--- config.mk ---
export PLATFORM = sky130hd
export DESIGN_NAME = murmur2_hash32_stream_top
export DESIGN_NICKNAME = d
export VERILOG_FILES = /design/src/rtl/core/mh2_pkg.sv /design/src/rtl/core/murmur2_hash32_stream_top.sv /design/src/rtl/core/mh2_front.sv /design/src/rtl/core/mh2_back.sv
export VERILOG_INCLUDE_DIRS = /design/src /design/src/rtl/core
export SDC_FILE = /design/constraint.sdc
export NUM_CORES = 1
export LEC_CHECK = 0
export ABC_CLOCK_PERIOD_IN_PS = 12910
export BUFFER_PORTS_ARGS = -buffer_cell sky130_fd_sc_hd__buf_2
export CORE_AREA = 2 2 228 230
export DETAILED_ROUTE_END_ITERATION = 16
export DIE_AREA = 0 0 230 232
export PLACE_DENSITY = 0.71
export SLEW_MARGIN = 20
export SYNTH_ARGS = -nofsm -noshare
export SYNTH_HDL_FRONTEND = slang
export SYNTH_SLANG_ARGS = --single-unit
--- constraint.sdc ---
create_clock -name clk -period 12.91 [get_ports clk]
set_clock_uncertainty 0.15 [all_clocks]
set_input_delay 2.582 -clock clk [delete_from_list [all_inputs] [get_ports clk]]
set_output_delay 2.582 -clock clk [all_outputs]
set_load 0.02 [all_outputs]
--- src/rtl/core/murmur2_hash32_stream_top_defines.svh ---
// assertion macros for the murmur2 hash stream block
`ifndef MURMUR2_HASH32_STREAM_TOP_DEFINES_SVH
`define MURMUR2_HASH32_STREAM_TOP_DEFINES_SVH

// same-cycle implication, checked out of reset
`define MH2_ASSERT_IMPLIES(lbl, ante, cons) \
  lbl: assert property (@(posedge clk) disable iff (rst) (ante) |-> (cons)) \
    else $error("mh2 check failed");

// next-cycle implication, checked out of reset
`define MH2_ASSERT_NEXT(lbl, ante, cons) \
  lbl: assert property (@(posedge clk) disable iff (rst) (ante) |=> (cons)) \
    else $error("mh2 check failed");

`endif

--- src/rtl/core/mh2_pkg.sv ---
// shared constants and types for the murmur2 hash stream block
package mh2_pkg;

  localparam logic [31:0] MIX_MUL = 32'h5bd1e995;

  localparam int unsigned SHIFT_K  = 24;
  localparam int unsigned SHIFT_A1 = 13;
  localparam int unsigned SHIFT_A2 = 15;

  localparam logic [1:0] KIND_NONE = 2'd0;
  localparam logic [1:0] KIND_FULL = 2'd1;
  localparam logic [1:0] KIND_TAIL = 2'd2;

  typedef struct packed {
    logic [31:0] word;
    logic [1:0]  kind;
    logic        first;
    logic        last;
    logic [31:0] len;
  } op_t;

endpackage

--- src/rtl/core/murmur2_hash32_stream_top.sv ---
// murmur2 32-bit stream hash, top level
// an item enters a two-deep queue and is mixed by one shared multiplier
// steps from idle: full word K1, K2, HM; tail TM; empty none; a last item adds AV, OUT
// the result is registered in OUT, later while an earlier result waits
// reset (rst, synchronous) empties the queue and clears seed and running hash
`include "murmur2_hash32_stream_top_defines.svh"

module murmur2_hash32_stream_top (
  input  logic        clk,
  input  logic        rst,
  input  logic        cfg_valid,
  output logic        cfg_ready,
  input  logic [31:0] seed,
  input  logic        in_valid,
  output logic        in_ready,
  input  logic [31:0] data_word,
  input  logic [2:0]  valid_bytes,
  input  logic        first,
  input  logic        last,
  input  logic [31:0] total_length,
  output logic        out_valid,
  input  logic        out_ready,
  output logic [31:0] hash_value
);

  logic         q_valid;
  logic         q_ready;
  mh2_pkg::op_t q_item;
  logic [31:0]  seed_r;
  logic         pop_full;

  assign cfg_ready = 1'b1;
  assign pop_full  = q_valid && q_ready && (q_item.kind == mh2_pkg::KIND_FULL);

  always_ff @(posedge clk) begin
    if (rst) begin
      seed_r <= 32'h0;
    end else if (cfg_valid && cfg_ready) begin
      seed_r <= seed;
    end
  end

  mh2_front u_front (
    .clk          (clk),
    .rst          (rst),
    .in_valid     (in_valid),
    .in_ready     (in_ready),
    .data_word    (data_word),
    .valid_bytes  (valid_bytes),
    .first        (first),
    .last         (last),
    .total_length (total_length),
    .q_valid      (q_valid),
    .q_ready      (q_ready),
    .q_item       (q_item)
  );

  mh2_back u_back (
    .clk        (clk),
    .rst        (rst),
    .seed       (seed_r),
    .q_valid    (q_valid),
    .q_ready    (q_ready),
    .q_item     (q_item),
    .out_valid  (out_valid),
    .out_ready  (out_ready),
    .hash_value (hash_value)
  );

  `MH2_ASSERT_IMPLIES(a_full_has_data, !in_ready, q_valid)
  `MH2_ASSERT_IMPLIES(a_result_after_work, $rose(out_valid), !$past(q_ready))
  `MH2_ASSERT_NEXT(a_pop_full_word_busy, pop_full, !q_ready)

endmodule

--- src/rtl/core/mh2_front.sv ---
// input side: classifies and masks each item and queues it for the mixer
module mh2_front (
  input  logic             clk,
  input  logic             rst,
  input  logic             in_valid,
  output logic             in_ready,
  input  logic [31:0]      data_word,
  input  logic [2:0]       valid_bytes,
  input  logic             first,
  input  logic             last,
  input  logic [31:0]      total_length,
  output logic             q_valid,
  input  logic             q_ready,
  output mh2_pkg::op_t     q_item
);

  mh2_pkg::op_t cls;
  mh2_pkg::op_t q [2];
  logic         wr_ptr;
  logic         rd_ptr;
  logic [1:0]   count;
  logic         push;
  logic         pop;

  always_comb begin
    cls.first = first;
    cls.last  = last;
    cls.len   = total_length;
    unique case (valid_bytes)
      3'd0: begin
        cls.kind = mh2_pkg::KIND_NONE;
        cls.word = 32'h0;
      end
      3'd1: begin
        cls.kind = mh2_pkg::KIND_TAIL;
        cls.word = {24'h0, data_word[7:0]};
      end
      3'd2: begin
        cls.kind = mh2_pkg::KIND_TAIL;
        cls.word = {16'h0, data_word[15:0]};
      end
      3'd3: begin
        cls.kind = mh2_pkg::KIND_TAIL;
        cls.word = {8'h0, data_word[23:0]};
      end
      default: begin
        cls.kind = mh2_pkg::KIND_FULL;
        cls.word = data_word;
      end
    endcase
  end

  assign in_ready = (count != 2'd2);
  assign q_valid  = (count != 2'd0);
  assign q_item   = q[rd_ptr];
  assign push     = in_valid && in_ready;
  assign pop      = q_valid && q_ready;

  always_ff @(posedge clk) begin
    if (push) begin
      q[wr_ptr] <= cls;
    end
  end

  always_ff @(posedge clk) begin
    if (rst) begin
      wr_ptr <= 1'b0;
      rd_ptr <= 1'b0;
      count  <= 2'd0;
    end else begin
      if (push) begin
        wr_ptr <= ~wr_ptr;
      end
      if (pop) begin
        rd_ptr <= ~rd_ptr;
      end
      unique case ({push, pop})
        2'b10:   count <= count + 2'd1;
        2'b01:   count <= count - 2'd1;
        default: count <= count;
      endcase
    end
  end

endmodule

--- src/rtl/core/mh2_back.sv ---
// mixing sequencer: one shared multiplier steps each queued item through the hash
module mh2_back (
  input  logic             clk,
  input  logic             rst,
  input  logic [31:0]      seed,
  input  logic             q_valid,
  output logic             q_ready,
  input  mh2_pkg::op_t     q_item,
  output logic             out_valid,
  input  logic             out_ready,
  output logic [31:0]      hash_value
);

  localparam logic [2:0] S_IDLE = 3'd0;
  localparam logic [2:0] S_K1   = 3'd1;
  localparam logic [2:0] S_K2   = 3'd2;
  localparam logic [2:0] S_HM   = 3'd3;
  localparam logic [2:0] S_TM   = 3'd4;
  localparam logic [2:0] S_AV   = 3'd5;
  localparam logic [2:0] S_OUT  = 3'd6;

  logic [2:0]  state;
  logic [31:0] h;
  logic [31:0] k;
  logic        last_r;
  logic [31:0] base;
  logic [31:0] mul_a;
  logic [31:0] prod;
  logic        slot_free;

  assign q_ready   = (state == S_IDLE);
  assign base      = q_item.first ? (seed ^ q_item.len) : h;
  assign slot_free = !out_valid || out_ready;

  always_comb begin
    unique case (state)
      S_HM, S_TM: mul_a = h;
      S_AV:       mul_a = h ^ (h >> mh2_pkg::SHIFT_A1);
      default:    mul_a = k;
    endcase
  end

  assign prod = mul_a * mh2_pkg::MIX_MUL;

  always_ff @(posedge clk) begin
    unique case (state)
      S_IDLE: begin
        if (q_valid) begin
          last_r <= q_item.last;
          k      <= q_item.word;
        end
      end
      S_K1: k <= prod ^ (prod >> mh2_pkg::SHIFT_K);
      S_K2: k <= prod;
      S_AV: k <= prod;
      default: begin
      end
    endcase
    if (state == S_OUT && slot_free) begin
      hash_value <= k ^ (k >> mh2_pkg::SHIFT_A2);
    end
  end

  always_ff @(posedge clk) begin
    if (rst) begin
      state     <= S_IDLE;
      out_valid <= 1'b0;
      h         <= 32'h0;
    end else begin
      if (state == S_OUT && slot_free) begin
        out_valid <= 1'b1;
      end else if (out_valid && out_ready) begin
        out_valid <= 1'b0;
      end
      unique case (state)
        S_IDLE: begin
          if (q_valid) begin
            if (q_item.kind == mh2_pkg::KIND_TAIL) begin
              h <= base ^ q_item.word;
            end else begin
              h <= base;
            end
            priority if (q_item.kind == mh2_pkg::KIND_FULL) begin
              state <= S_K1;
            end else if (q_item.kind == mh2_pkg::KIND_TAIL) begin
              state <= S_TM;
            end else if (q_item.last) begin
              state <= S_AV;
            end else begin
              state <= S_IDLE;
            end
          end
        end
        S_K1: state <= S_K2;
        S_K2: state <= S_HM;
        S_HM: begin
          h     <= prod ^ k;
          state <= last_r ? S_AV : S_IDLE;
        end
        S_TM: begin
          h     <= prod;
          state <= last_r ? S_AV : S_IDLE;
        end
        S_AV: state <= S_OUT;
        S_OUT: begin
          if (slot_free) begin
            state <= S_IDLE;
          end
        end
        default: state <= S_IDLE;
      endcase
    end
  end

endmodule
==> run metrics, run 1 <==
Layout area overhead=10.5%; Syn Area/Cell=between 10 and 15 um2; routability congestion estimate=about 1.0; vias per cell=between 5 and 6; Min-Delay Path Class=reg -> reg; die height=232 um; Iter 0 DRT Violations=1396; final design utilization=between 40% and 50%; Final min period=approximately 9600 ps; Setup crit start kind=flop; vias in the first global route=about 17000; Critical Path AT=approximately 10000 ps; Resized Gates After CTS=0; n_diodes=0; Unique masters post-synth=between 80 and 90; pre-CTS WS=~3400 ps; I/O pin cnt=~140; detailed placement HPWL=~50000 um; num rows=between 80 and 90; largest area contributor in the netlist=edfxtp_1; Synth top area share=between 20% and 30%; CORE AREA=~51000 um2; most common cell after layout, fill and taps aside=inv_1; min setup slack post-route=approximately 3300 ps; Fillers=between 4000 and 5000; CP Launch Point=u_back.state[1]; dpl cell area=around 24000 um2; Top cell by count, worst path=fa_1; Post-synth top flop=edfxtp_1; CP peak stage delay=about 630 ps; GRT Overall Usage=roughly a quarter; antenna-violating nets left=0; Syn Nets=~2700; slowest stage cell on the critical path=buf_4; DIE AREA=approximately 53000 um2; CTS tree=done; max_cap viols=0; CTS clk-pin slew, worst paths=70 ps; worst slew pin tran=about 1100 ps; run status=complete, no violations; Tcrit/Tclk final=about three quarters; register area share after synthesis=about a third; CTS sink count=roughly 270; Initial Util=~45%; most frequent cells in the layout=374 x inv_1, 213 x ha_1, 201 x edfxtp_1; ys async rst share=0%; nets=2827; Finished Cell Area=between 20000 and 30000 um2; HP Start=seed_r[20]; first-pass GRT wire length=~97000 um; Remaining DRCs=0; Max-slew headroom=roughly 26%; Clock Root Buffer=clkbuf_16; Die W=approximately 230 um; drt pass-1 iters=6; ratio of cells with drive above 1 in the final layout=11.8%; Post-CTS Setup Inserts=0; worst endpoint required time=around 13000 ps; FMAX=between 0.1 and 0.15 GHz; maximum root-to-sink buffer count=3; vias=~17000; Setup crit end kind=flop; CTS Hold Bufs=0; EDFF count, synth=201; Crit Path Class=reg -> reg; global route overflow=0; FF-to-FF Start=u_back.state[1]; initial antenna violation count=4; RSZ-0062 raised after global routing=false; Port Buffers=between 100 and 150; FF+latch count, synth=274; CTS Buf Count=27; Synth warnings=0; critical path peak fanout=between 80 and 90; wire per inst=between 20 and 25 um; pin count of the biggest net entering global routing=90; fin. max-slew vios=0; H-tree depth=1; Cells after Synth=between 2000 and 2500; worst skew pair latency=550 ps; Fin. Hold Viols=0; Synth area leaders=edfxtp_1 27%, fa_1 16%, ha_1 12%; Cell Area, Synth=between 20000 and 25000 um2; TNS Setup=0 ps; wirelength, routed=around 64000 um; Final Setup Violations=0
[registers in the layout (all words and copies together), names as in the netlist, named ones only]
name	cells
u_front.q	136
seed_r	32
u_back.h	32
u_back.hash_value	32
u_back.k	32
u_back.state	3
u_front.count	2
u_back.last_r	1
u_back.out_valid	1
u_front.rd_ptr	1
u_front.wr_ptr	1
[cell type report]
type	count	area (um2)	share of cell area (%)
Timing Repair Buffer	171	936	3.73
Multi-Input combinational cell	1480	13500	53.7
Inverter	376	1410	5.63
Clock buffer	36	749	2.99
Clock inverter	14	145	0.579
Tap cell	680	851	3.40
Sequential cell	274	7500	29.9
[kinds of logic (layout without fill, tap and decap cells)]
kind of cell	Yosys count	after routing	share of synthesized area, %
AND/OR/NAND/NOR	440	440	9.02
multiplexers	126	126	5.67
adder cells (fa/ha/maj)	391	391	27.5
XOR/XNOR	177	177	7.06
other	1	1	0.0165
buffers and inverters	466	597	7.85
AO/OA/AOI/OAI	345	345	9.86
flip-flops	274	274	33.1
[worst paths after layout]
check                              endpoint  slack, ps  cells past startpoint
worst max-delay path            u_back.k[7]       3320                     31
worst min register to register   seed_r[20]        360                      2
worst min-delay path             seed_r[20]        360                      2
worst max register to register  u_back.k[7]       3320                     31
[stage by stage]
| step | hold slack [ps] | std cells |
|---|---|---|
| final | 363 | 3031 |
| after global routing | 389 | 3031 |
| after CTS | 368 | 3030 |
| after detailed placement | 353 | 2980 |
| after global placement | 343 | 2980 |
| after floorplan | 331 | 2220 |
[worst max-delay path, delay by kind of cell, from the launching register on]
| kind | cells | cell delay, ps |
|---|---|---|
| compound gates | 6 | 1530 |
| fa+ha+maj | 9 | 4200 |
| buf+inv | 8 | 1340 |
| flops | 1 | 320 |
| xor+xnor | 1 | 190 |
| simple gates | 7 | 1550 |
[synth_stat cells, drive strengths merged, types with 6 or more instances]
cell    number
nand2      112
nor2b       26
and3         6
nand2b      14
clkbuf      59
o211ai      23
ha         213
nand3       32
nor3b        9
o31ai        8
and2        16
inv        375
o22ai        8
mux2        20
o221ai      13
xnor2       82
a211oi       9
dfxtp       73
a21o        12
nor2       161
mux2i      106
buf         31
a31oi        7
a221oi      20
fa         178
o21a         9
xor2        93
a21oi       77
o21ai      123
nor3        44
edfxtp     201
[layer usage]
metal	track usage [%]	wire length, um	up-vias
met3	3.86	4850	148
met5	0	34	-
met1	30.8	26100	8093
met2	40.2	30200	724
li1	-	-	7669
met4	8.81	2650	6
Power of run 1 is not shown: default switching activity piles up to over one toggle a cycle in this logic, so the estimate is an artifact.
==> run 2: changes to the inputs <==
- ABC_AREA: not set -> 1
- ABC_CLOCK_PERIOD_IN_PS: 12910 -> 9920
- CORE_AREA: 2 2 228 230 -> 2 2 227 229
- DIE_AREA: 0 0 230 232 -> 0 0 229 231
- clock period: 12.91 -> 9.92 ns (I/O delays scaled with it)
==> run metrics, run 2 <==
Setup crit start kind=flop; Clock Root Buffer=clkbuf_16; initial antenna violation count=1; CTS Buf Count=26; EDFF count, synth=around 200; ys async rst share=0%; most common cell after layout, fill and taps aside=inv_1; CP bufs+invs=10; Syn Area/Cell=8.95 um2; worst slew pin tran=~1200 ps; CTS clk-pin slew, worst paths=~70 ps; Synth Area in Compound Gates=approximately 9%; TNS Setup=0 ps; vias=17650; n_diodes=0; Final min period=roughly 9000 ps; wire per inst=between 15 and 20 um; main combinational cell family by area after synthesis=adder cells; worst hold path cell count=1; Resized Gates After CTS=0; Final Setup Violations=0; Die W=approximately 230 um; vias in the first global route=approximately 18000; Crit Path Class=reg -> reg; FMAX=roughly 0.11 GHz; Iter 0 DRT Violations=1419; Largest register FFs=approximately 140; CTS Hold Bufs=0; Fillers=4888; Synth Area in Simple Gates=between 10% and 20%; Synth top area share=approximately 27%; register area share after synthesis=between 30% and 40%; global route overflow=0; Syn Nets=approximately 3000; Post-synth top flop=edfxtp_1; Layout area overhead=10.6%; CTS sink count=approximately 270; top cells by count, synth=541 x inv_1, 394 x nand2_1, 213 x ha_1; Cell Area, Synth=approximately 22000 um2; antenna-violating nets left=0; ratio of cells with drive above 1 in the final layout=under 10%; Reg area=7500 um2; drt pass-1 iters=6; area of the multi-input gates=around 13000 um2; routability congestion estimate=slightly below 1; Cells after Synth=between 2000 and 3000; post-synthesis mux area share=1.16%; RSZ-0062 raised after global routing=false; Crit path max-delay family=adder cells; die height=between 200 and 250 um; H-tree depth=1; GRT Overall Usage=25.1%; worst endpoint required time=10050 ps; Top cell by count, worst path=inv_1; max_cap viols=0; HP Start=u_front.rd_ptr; Synth warnings=0; most frequent cells in the layout=540 x inv_1, 393 x nand2_1, 213 x ha_1; Unique masters post-synth=51; adder-cell share of the synthesized area=approximately 28%; largest area contributor in the netlist=edfxtp_1; wirelength, routed=about 66000 um; detailed placement HPWL=between 50000 and 60000 um; Setup crit end kind=flop; Synth area leaders=edfxtp_1 27%, fa_1 16%, ha_1 12%; fin. max-slew vios=0; nets=approximately 3100; Post-CTS Setup Inserts=0; run status=complete, no violations; Min-Delay Path Class=reg -> reg; pin count of the biggest net entering global routing=65; I/O pin cnt=~140; cells on worst reg2reg path=36; Fin. Hold Viols=0; FF-to-FF End=u_back.k[4]; reg2reg setup slack=around 1100 ps; CTS tree=done; FF-to-FF Start=u_back.state[0]; Reg with most FFs=u_front.q; XOR/XNOR Fraction of Synth Area=4.22%; first-pass GRT wire length=a little over 100000 um; vias per cell=about 5.3; maximum root-to-sink buffer count=3; FF+latch count, synth=between 200 and 300; WP depth=36; slowest stage cell on the critical path=fa_1; CORE AREA=a little over 50000 um2; Remaining DRCs=0; num rows=83; Critical Path AT=around 8900 ps; Max-slew headroom=between 20 and 25%; Tcrit/Tclk final=around nine tenths; Initial Util=approximately 44%; worst skew pair latency=550 ps; Port Buffers=between 100 and 150; CP peak stage delay=about 530 ps; cell with the most instances after synthesis=inv_1; critical path peak fanout=23; DIE AREA=between 50000 and 60000 um2
run 2: cell count changes after synthesis, moves of 14 or more:
cell     previous run  this run
nand4_1             0        21
buf_1              20         1
xnor2_1            80        49
xor2_1             92        59
o21ai_0           122       164
nand2_1           111       394
inv_1             374       541
a21oi_1            74        88
nand3_1            31       106
mux2_2             20         0
mux2i_1           106        26
nor2b_1            26         0
nor3_1             44        11
and2_1             16         0
run 2: area by class of cell:
type | instances | area share (%)
clock inverter | 12 | 0.383
inverter | 547 | 8.28
sequential | 274 | 30.2
multi-input combinational | 1616 | 50.7
tap | 680 | 3.43
clock buffer | 36 | 3.11
timing repair buffer | 174 | 3.86
run 2: how the worst max path moves through the flow:
stage,slack [ps],to,from
after floorplan,2070,u_back.k[4],u_back.state[0]
after global placement,1390,u_back.k[4],u_back.state[0]
after detailed placement,1200,u_back.k[4],u_back.state[0]
after CTS,1190,u_back.k[4],u_back.state[0]
after global routing,570,u_back.h[28],u_back.state[0]
final,1140,u_back.k[4],u_back.state[0]
run 2: metrics by stage:
stage / instance area (um2) / setup slack, ps / instances / util [%] / hold WS [ps]
after CTS: 24800 / 1190 / 3339 / 48.9 / 302
after detailed placement: 23900 / 1200 / 3291 / 47.2 / 293
after floorplan: 22400 / 2070 / 2507 / - / 276
after global placement: 23900 / 1390 / 3291 / 47.2 / 283
after global routing: 24800 / 573 / 3339 / 48.9 / 326
final: 24800 / 1140 / 3339 / 48.9 / 306
run 2: cell families after synthesis:
family                   count (synthesis)
other                                    1
flip-flops                             274
AO/OA/AOI/OAI                          347
adder cells (fa/ha/maj)                391
buffers and inverters                  617
XOR/XNOR                               108
AND/OR/NAND/NOR                        743
multiplexers                            26
run 2: per-layer routing:
| metal | wire [um] | GRT usage [%] | up-vias |
|---|---|---|---|
| li1 | - | - | 8275 |
| met1 | 27500 | 32.8 | 8475 |
| met2 | 30700 | 41.6 | 738 |
| met3 | 4750 | 3.43 | 160 |
| met4 | 3290 | 11.3 | 2 |
| met5 | 13 | 0 | - |
Power of run 2 is left out for the same reason.
==> run 3: changes to the inputs <==
- RECOVER_POWER: not set -> 25
==> run metrics, run 3 (synthesized netlist as in run 2, its figures left out) <==
run status=complete, no violations; routability congestion estimate=around 0.98; critical path peak fanout=23; die height=roughly 230 um; CTS Buf Count=26; worst skew pair latency=about 550 ps; DIE AREA=between 50000 and 60000 um2; worst hold path cell count=1; FMAX=approximately 0.11 GHz; GRT Overall Usage=between 20% and 30%; most common cell after layout, fill and taps aside=inv_1; num rows=slightly above 80; Fin. Hold Viols=0; Clock Root Buffer=clkbuf_16; Top cell by count, worst path=inv_1; CTS sink count=about 270; first-pass GRT wire length=~100000 um; RSZ-0062 raised after global routing=false; ratio of cells with drive above 1 in the final layout=approximately 9%; CTS clk-pin slew, worst paths=~70 ps; Post-CTS Setup Inserts=0; Remaining DRCs=0; detailed placement HPWL=around 53000 um; max_cap viols=0; global route overflow=0; Final min period=slightly below 9000 ps; Layout area overhead=10.4%; pin count of the biggest net entering global routing=65; vias in the first global route=about 18000; Max-slew headroom=20.9%; vias per cell=between 5 and 6; nets=~3100; drt pass-1 iters=6; area of the multi-input gates=approximately 13000 um2; Final Setup Violations=0; vias=about 18000; CORE AREA=just over 50000 um2; CTS Hold Bufs=0; Resized Gates After CTS=0; maximum root-to-sink buffer count=3; Min-Delay Path Class=reg -> reg; slowest stage cell on the critical path=fa_1; Largest register FFs=~140; Die W=229 um; Tcrit/Tclk final=between 80% and 90%; H-tree depth=1; Reg with most FFs=u_front.q; most frequent cells in the layout=540 x inv_1, 393 x nand2_1, 213 x ha_1; Crit Path Class=reg -> reg; CP peak stage delay=530 ps; worst endpoint required time=~10000 ps; Setup crit start kind=flop; Port Buffers=139; n_diodes=0; I/O pin cnt=141; Fillers=4901; worst slew pin tran=1180 ps; wire per inst=19.9 um; wirelength, routed=66500 um; Iter 0 DRT Violations=1383; Setup crit end kind=flop; initial antenna violation count=1; Initial Util=between 40% and 50%; antenna-violating nets left=0; Critical Path AT=just under 9000 ps; CTS tree=done; cells on worst reg2reg path=36; fin. max-slew vios=0; TNS Setup=0 ps; Reg area=7500 um2
## run 3: cell types whose count changed in the layout (fill, tap and decap cells not counted)
cell | before | now
buf_2 | 139 | 117
nor2_1 | 169 | 170
clkbuf_1 | 5 | 27
nor2_4 | 3 | 2
a21oi_1 | 88 | 89
a21oi_2 | 3 | 2
## run 3: layout make-up
class | instances | share of cell area, %
clock buffers | 36 | 3.12
clock inverters | 12 | 0.384
inverters | 547 | 8.29
multi-input cells | 1616 | 50.7
flip-flops and latches | 274 | 30.3
well taps | 680 | 3.44
repair buffers | 174 | 3.76
## run 3: final timing paths
path                         from           to  slack, ps
setup / recovery  u_back.state[0]  u_back.k[4]       1100
setup reg to reg  u_back.state[0]  u_back.k[4]       1100
hold reg to reg    u_front.rd_ptr         flop        310
hold / removal     u_front.rd_ptr         flop        310
## run 3: metrics by stage
step	cell area [um2]	utilization, %	hold WS (ps)	setup WS (ps)	instances
4_1_cts	24800	48.9	302	1190	3339
2_1_floorplan	22400	-	276	2070	2507
3_5_place_dp	23900	47.2	293	1200	3291
5_1_grt	24800	48.9	326	573	3339
3_3_place_gp	23900	47.2	283	1390	3291
6_report	24800	48.9	307	1100	3339
## run 3: per-layer routing
metal	global-route usage [%]	up-vias	wire, um
met2	41.6	776	30900
met5	0	-	13
met1	32.8	8440	27300
met4	11.3	2	3240
met3	3.43	157	5060
li1	-	8274	-
## run 3: critical path, delay by kind of cell (launching register included)
family / cells / cell delay, ps
xor gates and xnor gates: 2 / 570
and+or+nand+nor: 10 / 1660
AOI/OAI and AO/OA: 5 / 1100
buffers and inverters: 10 / 930
DFF: 1 / 380
adders and majority gates: 9 / 3780
Power of run 3 is left out for the same reason.
